**src/hw/rtl/dber_pkg.sv**
```systemverilog
`timescale 1ns / 1ps
// ----------------------------------------------------------------------------
// dber_pkg
// Shared constants and types of the debounced button event reporter.
// ----------------------------------------------------------------------------
package dber_pkg;

    localparam int BUTTON_COUNT = 11;
    localparam int TIMER_WIDTH  = 16;

    localparam int IDX_W   = 4;
    localparam int DBT_W   = 16;
    localparam int THR_W   = (TIMER_WIDTH > DBT_W) ? TIMER_WIDTH : DBT_W;
    localparam int CFG_IDX_W  = 2;
    localparam int CFG_DATA_W = 16;

    localparam logic [CFG_IDX_W-1:0] CFG_DEBOUNCE_TICKS = 2'd0;
    localparam logic [CFG_IDX_W-1:0] CFG_SEND_MASK      = 2'd1;
    localparam logic [CFG_IDX_W-1:0] CFG_LAP_BUTTON     = 2'd2;

    localparam logic [DBT_W-1:0]        RST_DEBOUNCE = 16'd50;
    localparam logic [BUTTON_COUNT-1:0] RST_SEND     = BUTTON_COUNT'(99);
    localparam logic [IDX_W-1:0]        RST_LAP_BTN  = 4'd5;

    localparam logic [6:0] SEC_PER_MIN = 7'd60;
    localparam logic [5:0] SEC_MAX     = 6'd59;
    localparam logic [2:0] BYTES_MASK  = 3'd2;
    localparam logic [2:0] BYTES_LAP   = 3'd5;

    typedef enum logic [1:0] {
        ST_IDLE = 2'b01,
        ST_SCAN = 2'b10
    } t_state;

    typedef struct packed {
        logic accept;
        logic step;
    } t_cmd;

    typedef struct packed {
        logic expire;
        logic chg_nz;
        logic hit;
        logic out_free;
        logic rest_zero;
    } t_stat;

endpackage

```
**src/hw/rtl/debounced_button_event_reporter.sv**
```systemverilog
`timescale 1ns / 1ps
// ----------------------------------------------------------------------------
// debounced_button_event_reporter
// Shared-timer button debouncer that reports debounced changes and lap totals.
// ----------------------------------------------------------------------------
// Edge and non-expiring tick transactions complete in the cycle in which they are accepted.
// An expiring tick with changed pending buttons scans them one per cycle in the
// sequencer, holding while the result register is stalled, until none remain.
// Results appear in the cycle after their scan step; no transaction is taken during a scan.
// Reset is synchronous, active low: state clears, configuration registers take their defaults.
module debounced_button_event_reporter (
    input  logic                                i_clk,
    input  logic                                i_rst_n,
    input  logic                                i_cfg_valid,
    output logic                                o_cfg_ready,
    input  logic [dber_pkg::CFG_IDX_W-1:0]      i_cfg_index,
    input  logic [dber_pkg::CFG_DATA_W-1:0]     i_cfg_data,
    input  logic                                i_valid,
    output logic                                o_ready,
    input  logic                                i_action,
    input  logic [dber_pkg::IDX_W-1:0]          i_button,
    input  logic [dber_pkg::BUTTON_COUNT-1:0]   i_levels,
    input  logic [7:0]                          i_lap_min_now,
    input  logic [5:0]                          i_lap_sec_now,
    output logic                                o_valid,
    input  logic                                i_ready,
    output logic [dber_pkg::IDX_W-1:0]          o_msg_button,
    output logic                                o_is_press,
    output logic                                o_send,
    output logic [2:0]                          o_byte_count,
    output logic [dber_pkg::BUTTON_COUNT-1:0]   o_button_mask,
    output logic [7:0]                          o_lap_count,
    output logic [7:0]                          o_lap_min,
    output logic [5:0]                          o_lap_sec,
    output logic                                o_lap_clear,
    output logic [15:0]                         o_total_min,
    output logic [5:0]                          o_total_sec,
    output logic                                o_last
);

    dber_pkg::t_cmd  cmd;
    dber_pkg::t_stat stat;

    dber_ctrl u_ctrl (
        .i_clk   (i_clk),
        .i_rst_n (i_rst_n),
        .i_valid (i_valid),
        .o_ready (o_ready),
        .i_stat  (stat),
        .o_cmd   (cmd)
    );

    dber_datapath u_datapath (
        .i_clk         (i_clk),
        .i_rst_n       (i_rst_n),
        .i_cmd         (cmd),
        .o_stat        (stat),
        .i_cfg_valid   (i_cfg_valid),
        .o_cfg_ready   (o_cfg_ready),
        .i_cfg_index   (i_cfg_index),
        .i_cfg_data    (i_cfg_data),
        .i_action      (i_action),
        .i_button      (i_button),
        .i_levels      (i_levels),
        .i_lap_min_now (i_lap_min_now),
        .i_lap_sec_now (i_lap_sec_now),
        .o_valid       (o_valid),
        .i_ready       (i_ready),
        .o_msg_button  (o_msg_button),
        .o_is_press    (o_is_press),
        .o_send        (o_send),
        .o_byte_count  (o_byte_count),
        .o_button_mask (o_button_mask),
        .o_lap_count   (o_lap_count),
        .o_lap_min     (o_lap_min),
        .o_lap_sec     (o_lap_sec),
        .o_lap_clear   (o_lap_clear),
        .o_total_min   (o_total_min),
        .o_total_sec   (o_total_sec),
        .o_last        (o_last)
    );

endmodule

```
**src/hw/rtl/dber_ctrl.sv**
```systemverilog
`timescale 1ns / 1ps
// ----------------------------------------------------------------------------
// dber_ctrl
// Sequencer: takes transactions while idle and walks the changed buttons.
// ----------------------------------------------------------------------------
module dber_ctrl (
    input  logic             i_clk,
    input  logic             i_rst_n,
    input  logic             i_valid,
    output logic             o_ready,
    input  dber_pkg::t_stat  i_stat,
    output dber_pkg::t_cmd   o_cmd
);

    dber_pkg::t_state r_state;
    dber_pkg::t_state n_state;

    always_comb begin
        o_ready      = (r_state == dber_pkg::ST_IDLE);
        o_cmd.accept = o_ready && i_valid;
        o_cmd.step   = 1'b0;
        n_state      = r_state;
        case (r_state)
            dber_pkg::ST_IDLE: begin
                if (o_cmd.accept && i_stat.expire && i_stat.chg_nz) begin
                    n_state = dber_pkg::ST_SCAN;
                end
            end
            dber_pkg::ST_SCAN: begin
                o_cmd.step = !i_stat.hit || i_stat.out_free;
                if (o_cmd.step && i_stat.rest_zero) begin
                    n_state = dber_pkg::ST_IDLE;
                end
            end
            default: begin
                n_state = dber_pkg::ST_IDLE;
            end
        endcase
    end

    always_ff @(posedge i_clk) begin
        if (!i_rst_n) begin
            r_state <= dber_pkg::ST_IDLE;
        end else begin
            r_state <= n_state;
        end
    end

endmodule

```
**src/hw/rtl/dber_datapath.sv**
```systemverilog
`timescale 1ns / 1ps
// ----------------------------------------------------------------------------
// dber_datapath
// Configuration, debounce timer, button state, lap totals and result register.
// ----------------------------------------------------------------------------
module dber_datapath (
    input  logic                                i_clk,
    input  logic                                i_rst_n,
    input  dber_pkg::t_cmd                      i_cmd,
    output dber_pkg::t_stat                     o_stat,
    input  logic                                i_cfg_valid,
    output logic                                o_cfg_ready,
    input  logic [dber_pkg::CFG_IDX_W-1:0]      i_cfg_index,
    input  logic [dber_pkg::CFG_DATA_W-1:0]     i_cfg_data,
    input  logic                                i_action,
    input  logic [dber_pkg::IDX_W-1:0]          i_button,
    input  logic [dber_pkg::BUTTON_COUNT-1:0]   i_levels,
    input  logic [7:0]                          i_lap_min_now,
    input  logic [5:0]                          i_lap_sec_now,
    output logic                                o_valid,
    input  logic                                i_ready,
    output logic [dber_pkg::IDX_W-1:0]          o_msg_button,
    output logic                                o_is_press,
    output logic                                o_send,
    output logic [2:0]                          o_byte_count,
    output logic [dber_pkg::BUTTON_COUNT-1:0]   o_button_mask,
    output logic [7:0]                          o_lap_count,
    output logic [7:0]                          o_lap_min,
    output logic [5:0]                          o_lap_sec,
    output logic                                o_lap_clear,
    output logic [15:0]                         o_total_min,
    output logic [5:0]                          o_total_sec,
    output logic                                o_last
);

    localparam int BC = dber_pkg::BUTTON_COUNT;
    localparam int TW = dber_pkg::TIMER_WIDTH;
    localparam int HW = dber_pkg::THR_W;

    logic [dber_pkg::DBT_W-1:0]   r_debounce;
    logic [BC-1:0]                r_send_mask;
    logic [dber_pkg::IDX_W-1:0]   r_lap_btn;

    logic [BC-1:0]                r_pending;
    logic [BC-1:0]                r_pressed;
    logic [TW-1:0]                r_count;
    logic                         r_running;
    logic                         r_first_lap;
    logic [7:0]                   r_lap_cnt;
    logic [15:0]                  r_sum_min;
    logic [5:0]                   r_sum_sec;

    logic [BC-1:0]                r_chg;
    logic [dber_pkg::IDX_W-1:0]   r_idx;
    logic [7:0]                   r_lmin;
    logic [5:0]                   r_lsec;
    logic                         r_out_valid;

    logic [TW-1:0]                cnt_inc;
    logic [HW-1:0]                thr;
    logic                         expire;
    logic [BC-1:0]                chg_now;
    logic                         edge_ok;
    logic [BC-1:0]                btn_bit;
    logic [BC-1:0]                idx_bit;
    logic                         emit;
    logic                         is_press;
    logic                         lap_press;
    logic [6:0]                   sec_sum;
    logic                         carry;
    logic [5:0]                   n_sum_sec;
    logic [15:0]                  n_sum_min;
    logic [BC-1:0]                n_pressed;

    assign o_cfg_ready = 1'b1;

    always_comb begin
        cnt_inc = r_count + TW'(1);
        if (HW'(r_debounce) > HW'({TW{1'b1}})) begin
            thr = HW'({TW{1'b1}});
        end else begin
            thr = HW'(r_debounce);
        end
        expire  = i_action && r_running && (HW'(cnt_inc) >= thr);
        chg_now = r_pending & (~i_levels ^ r_pressed);
        edge_ok = ({1'b0, i_button} < (dber_pkg::IDX_W + 1)'(BC));
        btn_bit = BC'(1) << i_button;
        idx_bit = BC'(1) << r_idx;
        emit      = i_cmd.step && r_chg[0];
        is_press  = ((r_pressed & idx_bit) == '0);
        lap_press = is_press && (r_idx == r_lap_btn);
        n_pressed = r_pressed ^ idx_bit;
        sec_sum   = {1'b0, r_sum_sec} + {1'b0, r_lsec};
        carry     = (sec_sum >= dber_pkg::SEC_PER_MIN);
        if (carry) begin
            n_sum_sec = 6'(sec_sum - dber_pkg::SEC_PER_MIN);
        end else begin
            n_sum_sec = sec_sum[5:0];
        end
        n_sum_min = r_sum_min + {8'd0, r_lmin} + {15'd0, carry};
    end

    assign o_stat.expire    = expire;
    assign o_stat.chg_nz    = (chg_now != '0);
    assign o_stat.hit       = r_chg[0];
    assign o_stat.out_free  = !r_out_valid || i_ready;
    assign o_stat.rest_zero = ((r_chg >> 1) == '0);

    always_ff @(posedge i_clk) begin
        if (!i_rst_n) begin
            r_debounce  <= dber_pkg::RST_DEBOUNCE;
            r_send_mask <= dber_pkg::RST_SEND;
            r_lap_btn   <= dber_pkg::RST_LAP_BTN;
        end else if (i_cfg_valid) begin
            case (i_cfg_index)
                dber_pkg::CFG_DEBOUNCE_TICKS: r_debounce  <= i_cfg_data;
                dber_pkg::CFG_SEND_MASK:      r_send_mask <= i_cfg_data[BC-1:0];
                dber_pkg::CFG_LAP_BUTTON:     r_lap_btn   <= i_cfg_data[dber_pkg::IDX_W-1:0];
                default: begin
                end
            endcase
        end
    end

    always_ff @(posedge i_clk) begin
        if (!i_rst_n) begin
            r_pending   <= '0;
            r_pressed   <= '0;
            r_count     <= '0;
            r_running   <= 1'b0;
            r_first_lap <= 1'b0;
            r_lap_cnt   <= '0;
            r_sum_min   <= '0;
            r_sum_sec   <= '0;
            r_out_valid <= 1'b0;
        end else begin
            if (i_cmd.accept) begin
                if (!i_action) begin
                    if (edge_ok && ((r_pending & btn_bit) == '0)) begin
                        r_pending <= r_pending | btn_bit;
                        r_count   <= '0;
                        r_running <= 1'b1;
                    end
                end else if (r_running) begin
                    r_count <= cnt_inc;
                    if (expire) begin
                        r_running <= 1'b0;
                        r_pending <= '0;
                    end
                end
            end
            if (emit) begin
                r_pressed   <= n_pressed;
                r_out_valid <= 1'b1;
                if (lap_press) begin
                    r_first_lap <= 1'b1;
                    r_lap_cnt   <= r_lap_cnt + 8'd1;
                    r_sum_min   <= n_sum_min;
                    r_sum_sec   <= n_sum_sec;
                end
            end else if (i_ready) begin
                r_out_valid <= 1'b0;
            end
        end
    end

    always_ff @(posedge i_clk) begin
        if (i_cmd.accept && expire) begin
            r_chg <= chg_now;
            r_idx <= '0;
            r_lmin <= i_lap_min_now;
            r_lsec <= (i_lap_sec_now > dber_pkg::SEC_MAX) ? dber_pkg::SEC_MAX
                                                          : i_lap_sec_now;
        end else if (i_cmd.step) begin
            r_chg <= r_chg >> 1;
            r_idx <= r_idx + dber_pkg::IDX_W'(1);
        end
    end

    always_ff @(posedge i_clk) begin
        if (emit) begin
            o_msg_button  <= r_idx;
            o_is_press    <= is_press;
            o_button_mask <= n_pressed;
            o_last        <= ((r_chg >> 1) == '0);
            if (lap_press) begin
                o_send       <= ((r_send_mask & idx_bit) != '0) && r_first_lap;
                o_byte_count <= dber_pkg::BYTES_LAP;
                o_lap_count  <= r_lap_cnt;
                o_lap_min    <= r_lmin;
                o_lap_sec    <= r_lsec;
                o_lap_clear  <= 1'b1;
                o_total_min  <= n_sum_min;
                o_total_sec  <= n_sum_sec;
            end else begin
                o_send       <= ((r_send_mask & idx_bit) != '0);
                o_byte_count <= dber_pkg::BYTES_MASK;
                o_lap_count  <= '0;
                o_lap_min    <= '0;
                o_lap_sec    <= '0;
                o_lap_clear  <= 1'b0;
                o_total_min  <= r_sum_min;
                o_total_sec  <= r_sum_sec;
            end
        end
    end

    assign o_valid = r_out_valid;

    a_sec_range: assert property (@(posedge i_clk) disable iff (!i_rst_n)
        r_sum_sec <= dber_pkg::SEC_MAX)
        else $error("accumulated seconds out of range");

    a_expire_clears: assert property (@(posedge i_clk) disable iff (!i_rst_n)
        (i_cmd.accept && expire) |=> (r_pending == '0) && !r_running)
        else $error("expiry left pending buttons or a running timer");

    a_emit_slot: assert property (@(posedge i_clk) disable iff (!i_rst_n)
        (emit && r_out_valid) |-> i_ready)
        else $error("result overwritten before it was taken");

    a_lap_seen: assert property (@(posedge i_clk) disable iff (!i_rst_n)
        (emit && lap_press) |=> r_first_lap)
        else $error("lap press did not mark the first lap");

endmodule
```
**config.mk**
```make
export PLATFORM = sky130hd
export DESIGN_NAME = debounced_button_event_reporter
export DESIGN_NICKNAME = d
export VERILOG_FILES = /design/src/hw/rtl/dber_pkg.sv /design/src/hw/rtl/debounced_button_event_reporter.sv /design/src/hw/rtl/dber_ctrl.sv /design/src/hw/rtl/dber_datapath.sv
export SDC_FILE = /design/constraint.sdc
export NUM_CORES = 1
export LEC_CHECK = 0
export BUFFER_PORTS_ARGS = -buffer_cell sky130_fd_sc_hd__buf_2
export CORE_MARGIN = 2
export CORE_UTILIZATION = 55
export DETAILED_ROUTE_END_ITERATION = 10
export PLACE_DENSITY = 0.76
export SKIP_CTS_REPAIR_TIMING = 1
export SLEW_MARGIN = 30
export SYNTH_ARGS = -nofsm -noshare
export SYNTH_HDL_FRONTEND = slang
export SYNTH_HIERARCHICAL = 1
export SYNTH_SLANG_ARGS = --single-unit
```
**constraint.sdc**
```tcl
create_clock -name i_clk -period 4.65 [get_ports i_clk]
set_input_delay 0.6975 -clock i_clk [delete_from_list [all_inputs] [get_ports i_clk]]
set_output_delay 0.6975 -clock i_clk [all_outputs]
set_load 0.03 [all_outputs]
```
==> out/metrics.yaml <==
grt:
  grt_pass1_vias: 7019
  grt_overflow: 0
  antenna_found_initial: 1
  globalRouteTotalUtil_pct: 23.4
  grt_pass1_wl_um: 34000
  grt_start_max_net_pins: 47
critical_path:
  cp-end-kind: "flip-flop"
  crit_fanout: 8
  required_ps: 5000
  start_kind: "flip-flop"
  critPathKind: "reg -> reg"
  reg2reg_depth: 16
  worst_ep_arrival_time_ps: 4640
sta:
  period_share_pct: 92.4
  slew_viol_final: 0
  worst_slew_pin_slew_ps: 899
  tns_ps: 0
  period_needed_ps: 4290
  slew_headroom_pct: 40.0
  report.final.hold_viol_count: 0
  timing.final.ws_setup_ps: 355
  grt_setup_unrepaired: "false"
  max_freq_ghz: 0.233
  skew_ps: 11.1
  setup_violations: 0
yosys:
  synthArstFlopShare_pct: 0
  yosys_warnings: 6
  ys_types: 81
  syn-instance-count: 974
  synth_enable_flop_cells: 89
  synth-seq-cells: 197
  synth.avg_cell_area_um2: 9.94
  synth_area_um2: 9680
  seq_area_frac_synth_pct: 49.9
  ys.flop_type: "dfxtp_1"
  synth_fp_nets: 1079
cts:
  cts_root_buf: "clkbuf_16"
  clock_latency_ps: 430
  path_clk_slew_ps: 70
  clkSinkCount: 197
  clockBufferDepth: 2
  tritoncts: "done"
  cts_max_level: 4
  cts-buffers-inserted: 17
detailed_routing:
  routed_wl_um: 21300
  drt-initial-drc-count: 459
  viasPerCell: 5.62
  wl_per_cell_um: 16.2
  dr.pass1.iters: 5
  ant_nets: 0
  drc: 0
  vias: 7387
placed_design:
  pre_cts_ws_ps: 417
  place_hpwl_um: 14900
  finalWeightedCongestion: 0.821
  io_buffers: 120
run_status:
  run_status: "finished, final reports clean"
hold_path:
  hold_class: "in -> reg"
  holdPathStages: 1
final_layout:
  fin_nets: 1180
  drive_above_1_share_pct: 17.7
  syn2layout_area_growth_pct: 13.4
floorplan:
  row_count: 48
  die_y_um: 137
  ios: 122
  dieArea_um2: 18700
  start_util_pct: 56.2
  fp.dieW_um: 137
  core_area_um2: 17200
pwr:
  p_per_area_nw_per_um2: 303
  peakVddDrop_mv: 0.265
  p_leak_nw: 4.19
  power_mw: 3.33
job:
  max_cap_violations: 0
-- registers in the layout (all words and copies together) (netlist names), 11 cells and up --
signal / cells
u_datapath/o_button_mask: 11
u_datapath/r_pressed: 11
u_datapath/o_total_min: 16
u_datapath/r_pending: 11
u_datapath/r_chg: 11
u_datapath/r_debounce: 16
u_datapath/r_count: 16
u_datapath/r_sum_min: 16
u_datapath/r_send_mask: 11
-- Yosys cell counts, types with 9 or more instances --
| cell | instances | area, um2 |
|---|---|---|
| a211oi_1 | 12 | 90.1 |
| a21oi_1 | 62 | 310 |
| a31oi_1 | 14 | 87.6 |
| and2_1 | 23 | 144 |
| and3_1 | 35 | 219 |
| clkbuf_1 | 33 | 124 |
| dfxtp_1 | 108 | 2160 |
| edfxtp_1 | 89 | 2670 |
| ha_1 | 49 | 613 |
| inv_1 | 42 | 158 |
| nand2_1 | 140 | 526 |
| nand3_1 | 29 | 145 |
| nand4_1 | 12 | 75.1 |
| nor2_1 | 50 | 188 |
| nor2b_1 | 12 | 75.1 |
| nor3b_1 | 10 | 75.1 |
| o21ai_0 | 35 | 175 |
| or3_1 | 9 | 56.3 |
| xnor2_1 | 33 | 289 |
| xor2_1 | 19 | 166 |
-- where the power goes --
group | internal [mW] | leakage, nW | total (mW) | switching (mW)
combinational | 0.0450 | 2.39 | 0.120 | 0.0750
sequential | 1.81 | 1.54 | 1.81 | 0.00704
clock | 0.743 | 0.259 | 1.39 | 0.650
total | 2.59 | 4.19 | 3.33 | 0.732
-- cell usage in the layout (no fill, tap or decap), types with 9 or more instances in the layout --
cell         n
and3_1      35
ha_1        49
nor2_1      50
buf_4       11
nand3_1     29
a21oi_1     62
clkbuf_16   17
nor3b_1      9
nand4_1     12
a211oi_1    12
xnor2_1     33
inv_1       41
buf_2      120
o21ai_0     35
edfxtp_1    89
nand2_1    140
xor2_1      19
and2_1      23
nor2b_1     12
dfxtp_1    108
or3_1        9
a31oi_1     14
-- metal layers --
layer  vias up  routed length [um]  GRT usage, %
met5         -                   0             0
met1      3510                9700          31.1
met3        29                1000          4.56
met4         0                 457          8.91
met2       179               10100          37.8
li1       3669                   -             -
-- final timing paths --
check	from	end	slack (ps)
worst min register to register	u_datapath/r_debounce[6]	u_datapath/r_debounce[6]	460
worst max register to register	u_datapath/r_sum_sec[0]	u_datapath/r_sum_min[14]	360
worst min-delay path	i_lap_min_now[0]	u_datapath/r_lmin[0]	440
worst max-delay path	u_datapath/r_sum_sec[0]	u_datapath/r_sum_min[14]	360
-- critical path, stage by stage, from the launching register on --
cell      delay (ps)
dfxtp_1          360
ha_1             200
inv_1             60
fa_1             420
xnor2_2          310
ha_1             250
nand3b_1          90
o21ai_1          170
a31oi_4          160
fa_1             450
fa_1             430
nor2b_1          120
o21ai_0          110
a21oi_1          280
o211ai_1         250
or3_1            390
a21oi_1          150
-- kinds of logic (layout without fill, tap and decap cells) --
kind of cell / after synthesis / after routing / synth area share, %
adder cells (fa/ha/maj): 52 / 52 / 6.95
AND/OR/NAND/NOR: 372 / 372 / 19.7
AO/OA/AOI/OAI: 189 / 189 / 12.6
XOR/XNOR: 53 / 53 / 4.87
multiplexers: 16 / 16 / 1.80
flip-flops: 197 / 197 / 49.9
other: 1 / 2 / 0.0387
buffers and inverters: 94 / 208 / 4.02
-- final cells by class --
cell class | instances | area (um2)
multi-input combinational | 683 | 4470
clock buffer | 21 | 440
sequential | 197 | 4830
timing repair buffer | 131 | 683
inverter | 45 | 169
clock inverter | 11 | 103
tap | 225 | 282
fill | 1406 | 6250
antenna | 1 | 2.50
-- per-stage QoR --
| step | utilization (%) | std cells | hold slack [ps] | cell area, um2 |
|---|---|---|---|---|
| after CTS | 63.7 | 1313 | 424 | 11000 |
| after detailed placement | 60.5 | 1281 | 451 | 10400 |
| final | 63.7 | 1314 | 440 | 11000 |
| after global routing | 63.7 | 1313 | 418 | 11000 |
| after global placement | 60.5 | 1281 | 444 | 10400 |
| after floorplan | - | 974 | 403 | 9680 |
Note: power is estimated with default switching activity, not from simulation.
